==> config.mk <==
export PLATFORM = sky130hd
export DESIGN_NAME = delimited_byte_packet_collector
export DESIGN_NICKNAME = d
export VERILOG_FILES = /design/src/rtl/core/dbpc_pkg.sv /design/src/rtl/core/dbpc_queue.sv /design/src/rtl/core/dbpc_front.sv /design/src/rtl/core/dbpc_back.sv /design/src/rtl/core/delimited_byte_packet_collector.sv
export SDC_FILE = /design/constraint.sdc
export NUM_CORES = 1
export LEC_CHECK = 0
export BUFFER_PORTS_ARGS = -buffer_cell sky130_fd_sc_hd__buf_2
export CORE_ASPECT_RATIO = 1.5
export CORE_MARGIN = 4
export CORE_UTILIZATION = 55
export CTS_CLUSTER_SIZE = 12
export DETAILED_ROUTE_END_ITERATION = 16
export GPL_TIMING_DRIVEN = 1
export PLACE_DENSITY = 0.72
export SYNTH_ARGS = -nofsm -noshare
export SYNTH_HDL_FRONTEND = slang
export SYNTH_SLANG_ARGS = --single-unit
==> constraint.sdc <==
create_clock -name i_clk -period 10.13 [get_ports i_clk]
set_input_delay 0 -clock i_clk [delete_from_list [all_inputs] [get_ports i_clk]]
set_output_delay 0 -clock i_clk [all_outputs]
set_load 0.01 [all_outputs]
==> src/rtl/core/dbpc_pkg.sv <==
`timescale 1ns / 1ps
`default_nettype none
// ----------------------------------------------------------------------------
// dbpc_pkg
// Shared types and codes for the delimited byte packet collector.
// ----------------------------------------------------------------------------
package dbpc_pkg;

    // register indexes on the configuration port
    localparam logic [7:0] REG_START   = 8'd0;
    localparam logic [7:0] REG_FINISH  = 8'd1;
    localparam logic [7:0] REG_LENGTH  = 8'd2;
    localparam logic [7:0] REG_TIMEOUT = 8'd3;

    // result kinds
    localparam logic [1:0] KIND_PKT = 2'd0;
    localparam logic [1:0] KIND_BAD = 2'd1;
    localparam logic [1:0] KIND_OVF = 2'd2;
    localparam logic [1:0] KIND_TMO = 2'd3;

    // input commands
    localparam logic CMD_BYTE = 1'b0;
    localparam logic CMD_TICK = 1'b1;

    // width of a packet byte count or store address on the internal links
    localparam int CNT_W = 6;

    // command queue depth
    localparam int QDEPTH = 2;
    localparam int QPTR_W = 1;
    localparam int QCNT_W = 2;

    localparam logic [15:0] TIMEOUT_RESET = 16'd100;

    typedef struct packed {
        logic [7:0]  start_byte;
        logic [7:0]  finish_byte;
        logic [5:0]  pkt_len;
        logic [15:0] timeout_ticks;
    } t_cfg;

    // work for the emitter: a status word or a packet of count bytes
    typedef struct packed {
        logic [1:0]       kind;
        logic [CNT_W-1:0] count;
    } t_cmd;

    // store write from the classifier
    typedef struct packed {
        logic             we;
        logic [CNT_W-1:0] addr;
        logic [7:0]       data;
    } t_wr;

endpackage : dbpc_pkg
`default_nettype wire

==> src/rtl/core/dbpc_queue.sv <==
`timescale 1ns / 1ps
`default_nettype none
// ----------------------------------------------------------------------------
// dbpc_queue
// Two-entry command queue between the classifier and the emitter.
// ----------------------------------------------------------------------------
module dbpc_queue (
    input  wire               i_clk,
    input  wire               i_rst_n,
    input  wire               i_push,
    input  dbpc_pkg::t_cmd    i_push_cmd,
    input  wire               i_pop,
    output logic              o_valid,
    output dbpc_pkg::t_cmd    o_head,
    output logic              o_full,
    output logic [dbpc_pkg::QCNT_W-1:0] o_count
);
    import dbpc_pkg::*;

    t_cmd              r_slot [QDEPTH];
    logic [QPTR_W-1:0] r_wr_ptr;
    logic [QPTR_W-1:0] r_rd_ptr;
    logic [QCNT_W-1:0] r_cnt;

    logic do_push;
    logic do_pop;

    assign do_push = i_push && (r_cnt != QCNT_W'(QDEPTH));
    assign do_pop  = i_pop && (r_cnt != '0);

    // advance pointers and occupancy
    always_ff @(posedge i_clk) begin
        if (!i_rst_n) begin
            r_wr_ptr <= '0;
            r_rd_ptr <= '0;
            r_cnt    <= '0;
        end else begin
            if (do_push) begin
                r_wr_ptr <= r_wr_ptr + QPTR_W'(1);
            end
            if (do_pop) begin
                r_rd_ptr <= r_rd_ptr + QPTR_W'(1);
            end
            if (do_push && !do_pop) begin
                r_cnt <= r_cnt + QCNT_W'(1);
            end else if (do_pop && !do_push) begin
                r_cnt <= r_cnt - QCNT_W'(1);
            end
        end
    end

    // hold the payload
    always_ff @(posedge i_clk) begin
        if (do_push) begin
            r_slot[r_wr_ptr] <= i_push_cmd;
        end
    end

    assign o_valid = (r_cnt != '0);
    assign o_head  = r_slot[r_rd_ptr];
    assign o_full  = (r_cnt == QCNT_W'(QDEPTH));
    assign o_count = r_cnt;

endmodule : dbpc_queue
`default_nettype wire

==> src/rtl/core/dbpc_front.sv <==
`timescale 1ns / 1ps
`default_nettype none
// ----------------------------------------------------------------------------
// dbpc_front
// Classifier: takes bytes and ticks, tracks collection, writes the store
// and queues packet or status work for the emitter.
// ----------------------------------------------------------------------------
module dbpc_front #(
    parameter int MAX_LEN = 32,
    parameter int FW      = $clog2(MAX_LEN + 1)
) (
    input  wire              i_clk,
    input  wire              i_rst_n,
    input  dbpc_pkg::t_cfg   i_cfg,
    input  wire              i_in_valid,
    output logic             o_in_stall,
    input  wire              i_cmd,
    input  wire  [7:0]       i_rx_byte,
    output logic             o_push,
    output dbpc_pkg::t_cmd   o_push_cmd,
    input  wire              i_q_full,
    input  wire              i_pkt_done,
    output dbpc_pkg::t_wr    o_wr,
    output logic             o_busy
);
    import dbpc_pkg::*;

    logic [FW-1:0] r_fill;
    logic [FW-1:0] n_fill;
    logic          r_coll;
    logic          n_coll;
    logic [15:0]   r_tick;
    logic [15:0]   n_tick;
    logic [7:0]    r_first;
    logic [7:0]    n_first;
    logic          r_busy;

    logic          accept;
    logic [15:0]   tick_inc;
    logic          disabled;
    logic [5:0]    len;
    logic [FW-1:0] fill_inc;
    logic [7:0]    first_now;
    logic          push_pkt;

    assign o_in_stall = r_busy || i_q_full;
    assign accept     = i_in_valid && !o_in_stall;
    assign o_busy     = r_busy;

    assign tick_inc = (r_tick == 16'hFFFF) ? r_tick : r_tick + 16'd1;
    assign disabled = (i_cfg.start_byte == 8'd0) && (i_cfg.finish_byte == 8'd0)
                      && (i_cfg.pkt_len == 6'd0);
    assign len      = (i_cfg.pkt_len > 6'(MAX_LEN)) ? 6'(MAX_LEN)
                      : i_cfg.pkt_len;
    assign fill_inc = (r_fill < FW'(MAX_LEN)) ? r_fill + FW'(1) : r_fill;
    assign first_now = (r_fill == '0) ? i_rx_byte : r_first;

    // classify the word and work out the next collection state
    always_comb begin
        n_fill     = r_fill;
        n_coll     = r_coll;
        n_tick     = r_tick;
        n_first    = r_first;
        o_push     = 1'b0;
        o_push_cmd = '{kind: KIND_PKT, count: '0};
        o_wr       = '{we: 1'b0, addr: CNT_W'(r_fill), data: i_rx_byte};
        push_pkt   = 1'b0;
        if (accept) begin
            if (i_cmd == CMD_TICK) begin
                if (tick_inc >= i_cfg.timeout_ticks) begin
                    n_fill = '0;
                    n_coll = 1'b0;
                    n_tick = '0;
                    if (r_coll) begin
                        o_push     = 1'b1;
                        o_push_cmd = '{kind: KIND_TMO, count: '0};
                    end
                end else begin
                    n_tick = tick_inc;
                end
            end else if (!disabled && (r_coll || (i_rx_byte == i_cfg.start_byte))) begin
                n_coll  = 1'b1;
                n_fill  = fill_inc;
                n_first = first_now;
                o_wr.we = (r_fill < FW'(MAX_LEN));
                if (len != 6'd0) begin
                    // fixed length: end at the length, check the header byte
                    if (6'(fill_inc) >= len) begin
                        n_fill = '0;
                        n_coll = 1'b0;
                        n_tick = '0;
                        o_push = 1'b1;
                        if (first_now == i_cfg.start_byte) begin
                            push_pkt   = 1'b1;
                            o_push_cmd = '{kind: KIND_PKT, count: CNT_W'(fill_inc)};
                        end else begin
                            o_push_cmd = '{kind: KIND_BAD, count: '0};
                        end
                    end
                end else if (i_rx_byte == i_cfg.finish_byte) begin
                    n_fill     = '0;
                    n_coll     = 1'b0;
                    n_tick     = '0;
                    o_push     = 1'b1;
                    push_pkt   = 1'b1;
                    o_push_cmd = '{kind: KIND_PKT, count: CNT_W'(fill_inc)};
                end else if (fill_inc >= FW'(MAX_LEN)) begin
                    n_fill     = '0;
                    n_coll     = 1'b0;
                    n_tick     = '0;
                    o_push     = 1'b1;
                    o_push_cmd = '{kind: KIND_OVF, count: '0};
                end
            end
        end
    end

    // update collection state; hold off input while a packet is in emission
    always_ff @(posedge i_clk) begin
        if (!i_rst_n) begin
            r_fill <= '0;
            r_coll <= 1'b0;
            r_tick <= '0;
            r_busy <= 1'b0;
        end else begin
            r_fill <= n_fill;
            r_coll <= n_coll;
            r_tick <= n_tick;
            if (push_pkt) begin
                r_busy <= 1'b1;
            end else if (i_pkt_done) begin
                r_busy <= 1'b0;
            end
        end
    end

    always_ff @(posedge i_clk) begin
        r_first <= n_first;
    end

endmodule : dbpc_front
`default_nettype wire

==> src/rtl/core/dbpc_back.sv <==
`timescale 1ns / 1ps
`default_nettype none
// ----------------------------------------------------------------------------
// dbpc_back
// Emitter: holds the packet store and plays queued work out as result words
// through an output register.
// ----------------------------------------------------------------------------
module dbpc_back #(
    parameter int MAX_LEN = 32,
    parameter int FW      = $clog2(MAX_LEN + 1),
    parameter int AW      = $clog2(MAX_LEN)
) (
    input  wire              i_clk,
    input  wire              i_rst_n,
    input  dbpc_pkg::t_wr    i_wr,
    input  wire              i_q_valid,
    input  dbpc_pkg::t_cmd   i_q_head,
    output logic             o_pop,
    output logic             o_pkt_done,
    output logic             o_out_valid,
    input  wire              i_out_stall,
    output logic [7:0]       o_out_byte,
    output logic [1:0]       o_kind,
    output logic             o_last
);
    import dbpc_pkg::*;

    localparam logic [1:0] S_IDLE  = 2'd0;
    localparam logic [1:0] S_FETCH = 2'd1;
    localparam logic [1:0] S_SEND  = 2'd2;

    logic [7:0]    r_mem [MAX_LEN];
    logic [7:0]    r_rd_data;
    logic [AW-1:0] rd_addr;

    logic [1:0]    r_state;
    logic [1:0]    n_state;
    logic [AW-1:0] r_idx;
    logic [AW-1:0] n_idx;
    logic [FW-1:0] r_count;
    logic [FW-1:0] n_count;

    logic          r_out_valid;
    logic [7:0]    r_out_byte;
    logic [1:0]    r_kind;
    logic          r_last;

    logic          out_free;
    logic          is_last;
    logic          load;
    logic [7:0]    ld_byte;
    logic [1:0]    ld_kind;
    logic          ld_last;

    // store: one write port, one registered read port
    always_ff @(posedge i_clk) begin
        if (i_wr.we) begin
            r_mem[i_wr.addr[AW-1:0]] <= i_wr.data;
        end
        r_rd_data <= r_mem[rd_addr];
    end

    assign out_free = !r_out_valid || !i_out_stall;
    assign is_last  = ((FW'(r_idx) + FW'(1)) == r_count);

    // sequence the queued work
    always_comb begin
        n_state    = r_state;
        n_idx      = r_idx;
        n_count    = r_count;
        rd_addr    = r_idx;
        o_pop      = 1'b0;
        o_pkt_done = 1'b0;
        load       = 1'b0;
        ld_byte    = 8'd0;
        ld_kind    = i_q_head.kind;
        ld_last    = 1'b1;
        case (r_state)
            S_IDLE: begin
                if (i_q_valid) begin
                    if (i_q_head.kind == KIND_PKT) begin
                        o_pop   = 1'b1;
                        n_idx   = '0;
                        n_count = i_q_head.count[FW-1:0];
                        n_state = S_FETCH;
                    end else if (out_free) begin
                        o_pop = 1'b1;
                        load  = 1'b1;
                    end
                end
            end
            S_FETCH: begin
                n_state = S_SEND;
            end
            S_SEND: begin
                if (out_free) begin
                    load    = 1'b1;
                    ld_byte = r_rd_data;
                    ld_kind = KIND_PKT;
                    ld_last = is_last;
                    if (is_last) begin
                        o_pkt_done = 1'b1;
                        n_state    = S_IDLE;
                    end else begin
                        n_idx   = r_idx + AW'(1);
                        rd_addr = n_idx;
                    end
                end
            end
            default: begin
                n_state = S_IDLE;
            end
        endcase
    end

    always_ff @(posedge i_clk) begin
        if (!i_rst_n) begin
            r_state     <= S_IDLE;
            r_out_valid <= 1'b0;
        end else begin
            r_state <= n_state;
            if (load) begin
                r_out_valid <= 1'b1;
            end else if (!i_out_stall) begin
                r_out_valid <= 1'b0;
            end
        end
    end

    // hold the result word until it is taken
    always_ff @(posedge i_clk) begin
        r_idx   <= n_idx;
        r_count <= n_count;
        if (load) begin
            r_out_byte <= ld_byte;
            r_kind     <= ld_kind;
            r_last     <= ld_last;
        end
    end

    assign o_out_valid = r_out_valid;
    assign o_out_byte  = r_out_byte;
    assign o_kind      = r_kind;
    assign o_last      = r_last;

endmodule : dbpc_back
`default_nettype wire

==> src/rtl/core/delimited_byte_packet_collector.sv <==
`timescale 1ns / 1ps
`default_nettype none
// Path: a byte or tick is taken when not stalled; a status word goes through the queue and
// the output register, a packet byte through the queue, the store read and the output register.
// Throughput: one input word per cycle while collecting, unless the queue is full; a finished
// packet is played out at one byte per cycle from the store read port unless the output stalls, input held off.
// Reset: synchronous, active low; clears collection, fill and tick counters, the queue
// and the output; configuration returns to its reset values, the store is not cleared.
// ----------------------------------------------------------------------------
// delimited_byte_packet_collector
// Start-delimited byte packet collector with fixed-length and finish-byte
// framing, timeout drop and overflow reporting.
// ----------------------------------------------------------------------------
module delimited_byte_packet_collector #(
    parameter int MAX_LEN = 32
) (
    input  wire        i_clk,
    input  wire        i_rst_n,
    input  wire        i_cfg_we,
    input  wire  [7:0] i_cfg_index,
    input  wire [15:0] i_cfg_data,
    input  wire        i_in_valid,
    output logic       o_in_stall,
    input  wire        i_cmd,
    input  wire  [7:0] i_rx_byte,
    output logic       o_out_valid,
    input  wire        i_out_stall,
    output logic [7:0] o_out_byte,
    output logic [1:0] o_kind,
    output logic       o_last
);
    import dbpc_pkg::*;

    localparam int FW = $clog2(MAX_LEN + 1);
    localparam int AW = $clog2(MAX_LEN);

    t_cfg              r_cfg;
    t_cmd              push_cmd;
    t_cmd              q_head;
    t_wr               wr;
    logic              push;
    logic              pop;
    logic              q_valid;
    logic              q_full;
    logic [QCNT_W-1:0] q_count;
    logic              pkt_done;
    logic              front_busy;

    // configuration registers
    always_ff @(posedge i_clk) begin
        if (!i_rst_n) begin
            r_cfg.start_byte    <= 8'd0;
            r_cfg.finish_byte   <= 8'd0;
            r_cfg.pkt_len       <= 6'd0;
            r_cfg.timeout_ticks <= TIMEOUT_RESET;
        end else if (i_cfg_we) begin
            case (i_cfg_index)
                REG_START:   r_cfg.start_byte    <= i_cfg_data[7:0];
                REG_FINISH:  r_cfg.finish_byte   <= i_cfg_data[7:0];
                REG_LENGTH:  r_cfg.pkt_len       <= i_cfg_data[5:0];
                REG_TIMEOUT: r_cfg.timeout_ticks <= i_cfg_data;
                default: begin
                end
            endcase
        end
    end

    dbpc_front #(
        .MAX_LEN (MAX_LEN),
        .FW      (FW)
    ) u_front (
        .i_clk      (i_clk),
        .i_rst_n    (i_rst_n),
        .i_cfg      (r_cfg),
        .i_in_valid (i_in_valid),
        .o_in_stall (o_in_stall),
        .i_cmd      (i_cmd),
        .i_rx_byte  (i_rx_byte),
        .o_push     (push),
        .o_push_cmd (push_cmd),
        .i_q_full   (q_full),
        .i_pkt_done (pkt_done),
        .o_wr       (wr),
        .o_busy     (front_busy)
    );

    dbpc_queue u_queue (
        .i_clk      (i_clk),
        .i_rst_n    (i_rst_n),
        .i_push     (push),
        .i_push_cmd (push_cmd),
        .i_pop      (pop),
        .o_valid    (q_valid),
        .o_head     (q_head),
        .o_full     (q_full),
        .o_count    (q_count)
    );

    dbpc_back #(
        .MAX_LEN (MAX_LEN),
        .FW      (FW),
        .AW      (AW)
    ) u_back (
        .i_clk       (i_clk),
        .i_rst_n     (i_rst_n),
        .i_wr        (wr),
        .i_q_valid   (q_valid),
        .i_q_head    (q_head),
        .o_pop       (pop),
        .o_pkt_done  (pkt_done),
        .o_out_valid (o_out_valid),
        .i_out_stall (i_out_stall),
        .o_out_byte  (o_out_byte),
        .o_kind      (o_kind),
        .o_last      (o_last)
    );

`ifndef SYNTHESIS
    // a status word is always a single last word with a zero byte
    a_status_shape: assert property (@(posedge i_clk) disable iff (!i_rst_n)
        (o_out_valid && (o_kind != KIND_PKT)) |-> (o_last && (o_out_byte == 8'd0)))
        else $error("status word without last or with nonzero byte");

    // input must be held off while a packet is being played out of the store
    a_busy_stalls: assert property (@(posedge i_clk) disable iff (!i_rst_n)
        front_busy |-> o_in_stall)
        else $error("input taken while packet emission in progress");

    // the queue never holds more than its depth
    a_queue_bound: assert property (@(posedge i_clk) disable iff (!i_rst_n)
        q_count <= QCNT_W'(QDEPTH))
        else $error("command queue overfilled");

    // a push never meets a full queue
    a_no_push_full: assert property (@(posedge i_clk) disable iff (!i_rst_n)
        push |-> !q_full)
        else $error("command pushed into full queue");
`endif

endmodule : delimited_byte_packet_collector
`default_nettype wire

==> metrics.md, run 1 <==
| Metric | Value |
|---|---|
| Vias in the first global route | about 11,000 |
| RePlAce Congestion | 0.9114 |
| CTS tree | yes |
| ANT cells | 0 |
| Worst hold slack | ~39 ps |
| Die area | between 30,000 and 40,000 sq um |
| Clk sinks | 380 |
| Initial DRC Count | between 700 and 800 |
| Pint | between 2 and 3 mW |
| Clock skew | roughly 24 ps |
| Unrepaired setup endpoints after global routing | no |
| Via count | between 10,000 and 15,000 |
| Power Density | between 150 and 200 nW/um^2 |
| Die Ht | 221.4 um |
| FILL cells | 2,361 |
| Critical Path Source Type | flip-flop |
| Critical Path AT | 5360 ps |
| Synthesized area per cell | approximately 12 sq um |
| Async SR Flop Fraction | 0 |
| Post-CTS Resized | 0 |
| Switching share of power | 0.2659 |
| Total Power | about 3.6 mW |
| Wire per inst | between 20 and 25 um |
| Via density per instance | approximately 5.9 |
| F_max | between 200 and 250 MHz |
| Core area | slightly below 30,000 sq um |
| Comb power frac | 0.149 |
| Post-synth EDFFs | ~300 |
| Final Core Density | 0.6251 |
| Drt total wl | about 39 mm |
| Antenna violations before repair | 0 |
| HP Class | primary input to flip-flop |
| Worst path max stage delay | around 560 ps |
| Num rows | a little under 80 |
| NetSw | roughly 0.96 mW |
| Global-route wire length before repair | just over 60 mm |
| Layout Nets | around 1,500 |
| Yosys cell types | just under 70 |
| Worst slew margin | 0.3355 |
| Clk slew on worst S/H paths | about 60 ps |
| Tmin final | between 4000 and 5000 ps |
| GR Overflow Total | 0 |
| Clock Path Buffers | 3 |
| Final HPWL DP | ~26 mm |
| Crit path kind | flip-flop to flip-flop |
| Cell Count, Final, Fillers Out | 1,862 |
| Endpoints failing setup | 0 |
| Synthesized cell area | approximately 17,000 sq um |
| Worst R2R Setup Slack | 5220 ps |
| Die width | around 150 um |
| Setup_tns | 0 ps |
| Port Buffers | 50 |
| Largest net degree at the start of global routing | between 70 and 80 |
| Synth warn | 0 |
| Worst-margin pin slew | slightly below 1000 ps |
| Post-Syn Instances | between 1,000 and 1,500 |
| Max-cap viol count | 0 |
| Worst path slowest cell | nor3_1 |
| Setup ws final | between 5000 and 6000 ps |
| Detail Route Antenna Nets | 0 |
| Status | finished clean |
| Static leakage | roughly 6.4 nW |
| Yosys reg bits | between 300 and 400 |
| Critical path cell sequence | and4_1, nand3_1, nor3_1, nand3_1, nand3_1, nor3_1, xor2_1, ha_1, nor2b_1, o21ai_0, a21oi_1, or4_1, a21oi_1, nor3_1, ha_1, or3_1, a21oi_1 |
| Syn_nets | 1,441 |
| Clock power frac | 0.355 |
| H-tree levels | 2 |
| CP delay by family, top | simple AND/OR/NAND/NOR gates |
| Initial DRT Pass Iterations | 5 |
| Buf+Inv Stages, Crit Path | 0 |
| Slew Viols, Final | 0 |
| Design Area, Final | between 15,000 and 20,000 sq um |
| Starting Density | 0.5627 |
| CTS buffer count | 38 |
| Dpl cell area | around 17,000 sq um |
| # IOs | 51 |
| Critical Path Fanout Max | 9 |
| Ys flop type | edfxtp_1 |
| Worst VDD drop | 137.6 uV |
| Placed Cells | about 1,800 |
| Root buffer cell | clkbuf_16 |
| Total track usage | 0.2386 |
| Hold Fails Final Rpt | 0 |
| Data required, critical path | between 10,000 and 15,000 ps |
| Fin crit share | 0.4850 |
| Part of the power in registers | 0.496 |
| Crit. End Element | flip-flop |
| DRC Markers | 0 |
| Ratio of cells with drive above 1 in the final layout | 0.1057 |
| Clock Latency Late Sink | 530 ps |
| Seq/Total Area, Yosys | 0.6367 |
| Layout area overhead | 11.09% |
| Place WS | ~5200 ps |
power groups by stage:
stage	combinational, mW	clock, mW	sequential (mW)
after global routing	0.587	1.37	1.80
after CTS	0.542	1.30	1.80
after detailed placement	0.532	0	1.83
after floorplan	0.391	0	1.80
after global placement	0.526	0	1.83
final	0.540	1.29	1.80
layout make-up:
class                   instances  area (sq um)  share of cell area
multi-input cells             889          5549              0.2992
well taps                     395         494.2             0.02665
repair buffers                 92         625.6             0.03373
flip-flops and latches        380         10630              0.5731
clock buffers                  64          1081             0.05828
inverters                      38         145.1            0.007825
clock inverters                 4         22.52            0.001214
layout by cell type, fill, tap and decap left out, drive strengths merged, types with 7 or more instances in the layout:
cell,instances
edfxtp,302
nand2,241
nor2,103
dfxtp,78
nand3,76
buf,68
clkbuf,64
mux2i,59
a21oi,55
inv,39
xnor2,36
a31oi,30
ha,29
dlygate4sd3,24
a32oi,23
o21ai,19
mux2,17
nor4,17
xor2,16
nand4,16
nor3,14
or3,12
a21o,11
nand2b,10
and2,10
o22ai,8
and3,7
nor2b,7
a221o,7
mux4,7
synthesized netlist by cell type (14+ instances only):
master    number  area share
clkbuf_1      32      0.0072
nor2_1       103       0.023
a31oi_1       30       0.011
xnor2_1       35       0.018
nor3_1        14      0.0042
nand2_1      241       0.054
a32oi_1       23       0.012
o21ai_0       15      0.0045
a21oi_1       55       0.016
nand4_1       15      0.0056
ha_1          29       0.022
mux2i_1       58       0.035
edfxtp_1     302        0.54
mux2_2        15       0.010
nand3_1       75       0.022
buf_2         18      0.0054
inv_1         37      0.0083
xor2_1        16      0.0084
dfxtp_1       78       0.094
sequential cells by signal (all words and copies together), names as in the netlist, 2 cells and up, named ones only:
| register | count |
|---|---|
| u_front.r_first | 8 |
| u_front.r_fill | 6 |
| r_cfg | 38 |
| u_queue.r_slot | 16 |
| u_back.r_rd_data | 8 |
| u_back.r_count | 6 |
| u_back.r_state | 2 |
| u_front.r_tick | 16 |
| u_queue.o_count | 2 |
| u_back.o_out_byte | 8 |
| u_back.r_idx | 5 |
| u_back.r_mem | 256 |
| u_back.o_kind | 2 |
worst paths after layout:
path                            cells after the start               from                   to
worst max-delay path                               17  u_front.r_tick[3]   u_queue.o_count[1]
worst min-delay path                                2       i_rx_byte[5]  u_back.r_mem[22][5]
worst max register to register                     17  u_front.r_tick[3]   u_queue.o_count[1]
worst min register to register                      2           r_cfg[7]             r_cfg[7]
metal layers:
layer,wire length (um),GRT usage,vias to the layer above
met1,14040,0.2685,5352
met3,1772,0.03172,112
met2,20610,0.4198,339
met4,2647,0.1510,0
met5,0,0,-
li1,-,-,5180
worst reg2reg max path: cells and delay by family (launching register included):
| family | cells | cell delay, ps |
|---|---|---|
| compound gates | 4 | 600 |
| fa+ha+maj | 2 | 670 |
| xor+xnor | 1 | 310 |
| simple gates | 10 | 2820 |
| flops | 1 | 450 |
kinds of logic (layout without fill, tap and decap cells):
group | count (synthesis) | in the layout | share of synthesized area
flip-flops | 380 | 380 | 0.6367
buffers and inverters | 105 | 198 | 0.03095
AO/OA/AOI/OAI | 191 | 191 | 0.07674
multiplexers | 83 | 83 | 0.05838
adder cells (fa/ha/maj) | 29 | 29 | 0.02173
AND/OR/NAND/NOR | 534 | 534 | 0.1471
XOR/XNOR | 52 | 52 | 0.02840
timing repair:
item	4_1_cts	5_1_grt
hold endpoints to repair	52	0
setup buffers	0	0
hold buffers	24	0
Power figures use the tool's default switching activity.
==> run 2, diff against run 1 <==
clock period = 4.7 ns   (was 10.13 ns; I/O delays follow)
==> metrics.md, run 2 (synthesized netlist as in run 1, its figures left out) <==
| Metric | Value |
|---|---|
| NetSw | roughly 2 mW |
| Commonest cells after routing, fill and taps aside | edfxtp_1 (302), nand2_1 (241), nor2_1 (103) |
| Data required, critical path | ~5000 ps |
| GR Overflow Total | 0 |
| Comb power frac | 0.165 |
| Die area | between 30,000 and 40,000 sq um |
| Via count | ~11,000 |
| Placed Cells | roughly 1,800 |
| Crit. End Element | flip-flop |
| Ratio of cells with drive above 1 in the final layout | 0.1146 |
| Met2 WL | around 22 mm |
| DR top layer | met4 |
| Critical Path AT | ~4700 ps |
| Worst-margin pin slew | 1202 ps |
| Core area | around 30,000 sq um |
| Worst slew margin | 0.1985 |
| DRT met1 WL | between 10 and 15 mm |
| F_max | approximately 230 MHz |
| Starting Density | 0.5627 |
| Number of flip-flops in the largest register | between 200 and 300 |
| Initial DRT Pass Iterations | 5 |
| FILL cells | 2,359 |
| Wire per inst | roughly 21 um |
| Critical Path Source Type | flip-flop |
| ANT cells | 0 |
| Commonest non-fill, non-tap cell in the layout | edfxtp_1 |
| Status | finished clean |
| Post-CTS setup buffer count | 0 |
| Via density per instance | just under 6 |
| Initial DRC Count | approximately 800 |
| Clock skew | between 20 and 25 ps |
| Clk slew on worst S/H paths | around 60 ps |
| Setup_tns | 0 ps |
| CTS buffer count | 38 |
| Clock Latency Late Sink | around 530 ps |
| Clock Path Buffers | 3 |
| Switching share of power | 0.2636 |
| Worst VDD drop | 248.4 uV |
| Clock power frac | 0.346 |
| CTS tree | yes |
| Slew Viols, Final | 0 |
| HP Class | primary input to flip-flop |
| Part of the power in registers | 0.489 |
| Hold Fails Final Rpt | 0 |
| Largest net degree at the start of global routing | 66 |
| Static leakage | around 6.5 nW |
| Final HPWL DP | about 27 mm |
| Drt total wl | about 40 mm |
| Total track usage | 0.2431 |
| Vias in the first global route | between 10,000 and 15,000 |
| DRC Markers | 0 |
| Global-route wire length before repair | between 60 and 70 mm |
| RePlAce Congestion | between 0.9 and 1 |
| Unrepaired setup endpoints after global routing | no |
| Pint | 5.741 mW |
| Endpoints failing setup | 0 |
| Critical Path Fanout Max | 9 |
| Max-cap viol count | 0 |
| Crit path kind | flip-flop to flip-flop |
| # IOs | 51 |
| Multi-input gate area | between 5000 and 6000 sq um |
| Power Density | 416.4 nW/um^2 |
| Root buffer cell | clkbuf_16 |
| Cell Count, Final, Fillers Out | ~1,900 |
| Clk sinks | 380 |
| Port Buffers | 50 |
| Fin crit share | 0.9101 |
| Die width | roughly 150 um |
| H-tree levels | 2 |
| WL met3 | between 1.5 and 2 mm |
| Reg area | around 11,000 sq um |
| Tmin final | 4277 ps |
| Detail Route Antenna Nets | 0 |
| Layout Nets | between 1,500 and 2,000 |
| Antenna violations before repair | 0 |
| Die Ht | 221.4 um |
| Num rows | 77 |
| Layout area overhead | 12.15% |
| Final Core Density | 0.6310 |
## run 2: cell count changes in the layout (fill, tap and decap cells not counted), moves of 2 or more
cell | before | now
dlygate4sd3_1 | 24 | 29
buf_12 | 0 | 2
buf_4 | 18 | 33
clkinv_1 | 1 | 4
clkbuf_1 | 23 | 18
## run 2: cell type report
class | instances | area share
Timing Repair Buffer | 114 | 0.04424
Tap cell | 395 | 0.02639
Clock buffer | 57 | 0.05573
Clock inverter | 6 | 0.001537
Sequential cell | 380 | 0.5677
Multi-Input combinational cell | 889 | 0.2966
Inverter | 38 | 0.007751
## run 2: worst paths after layout
kind	startpoint	endpoint	slack [ps]	cells after the start
worst max-delay path	u_front.r_tick[4]	u_queue.o_count[1]	420	15
worst min-delay path	i_cfg_index[5]	r_cfg[22]	30	6
worst max register to register	u_front.r_tick[4]	u_queue.o_count[1]	420	15
worst min register to register	r_cfg[7]	r_cfg[7]	450	2
## run 2: worst max-delay path, cell delays in order (launching register included)
cell and delay [ps]:
dfxtp_1 430, and4_1 260, nand3_1 160, nor3_1 330
nand3_2 260, nand2_1 210, nor3_1 80, or2_2 270
ha_1 290, nand4_1 90, nor4_1 400, a21oi_1 180
nor3_1 400, ha_1 340, or3_1 350, a21oi_1 140
## run 2: layer usage
layer / GRT usage / vias up
li1: - / 5220
met1: 0.2755 / 5496
met2: 0.4494 / 360
met3: 0.03172 / 103
met4: 0.1066 / 0
met5: 0 / -
## run 2: timing repair
item / 4_1_cts / 5_1_grt
hold buffers: 29 / 0
hold endpoints to repair: 90 / 0
resized for setup: 0 / 1
setup endpoints to repair: 0 / 1
## run 2: metrics by stage
step / instance area, sq um / hold WS (ps) / worst slack (ps) / power, mW
floorplan: 16700 / 98.87 / 219.7 / 4.723
global placement: 17360 / 244.0 / 528.0 / 5.124
detailed placement: 17360 / 248.2 / 349.4 / 5.149
CTS: 18720 / 14.52 / 326.6 / 7.847
global route: 18720 / 99.54 / 43.36 / 8.081
finish: 18720 / 31.31 / 422.7 / 7.797
## run 2: power groups by stage
| stage | clock [mW] | combinational [mW] | sequential, mW |
|---|---|---|---|
| floorplan | 0 | 0.843 | 3.88 |
| global placement | 0 | 1.24 | 3.88 |
| detailed placement | 0 | 1.26 | 3.89 |
| CTS | 2.75 | 1.29 | 3.82 |
| global route | 2.88 | 1.38 | 3.83 |
| finish | 2.70 | 1.29 | 3.81 |
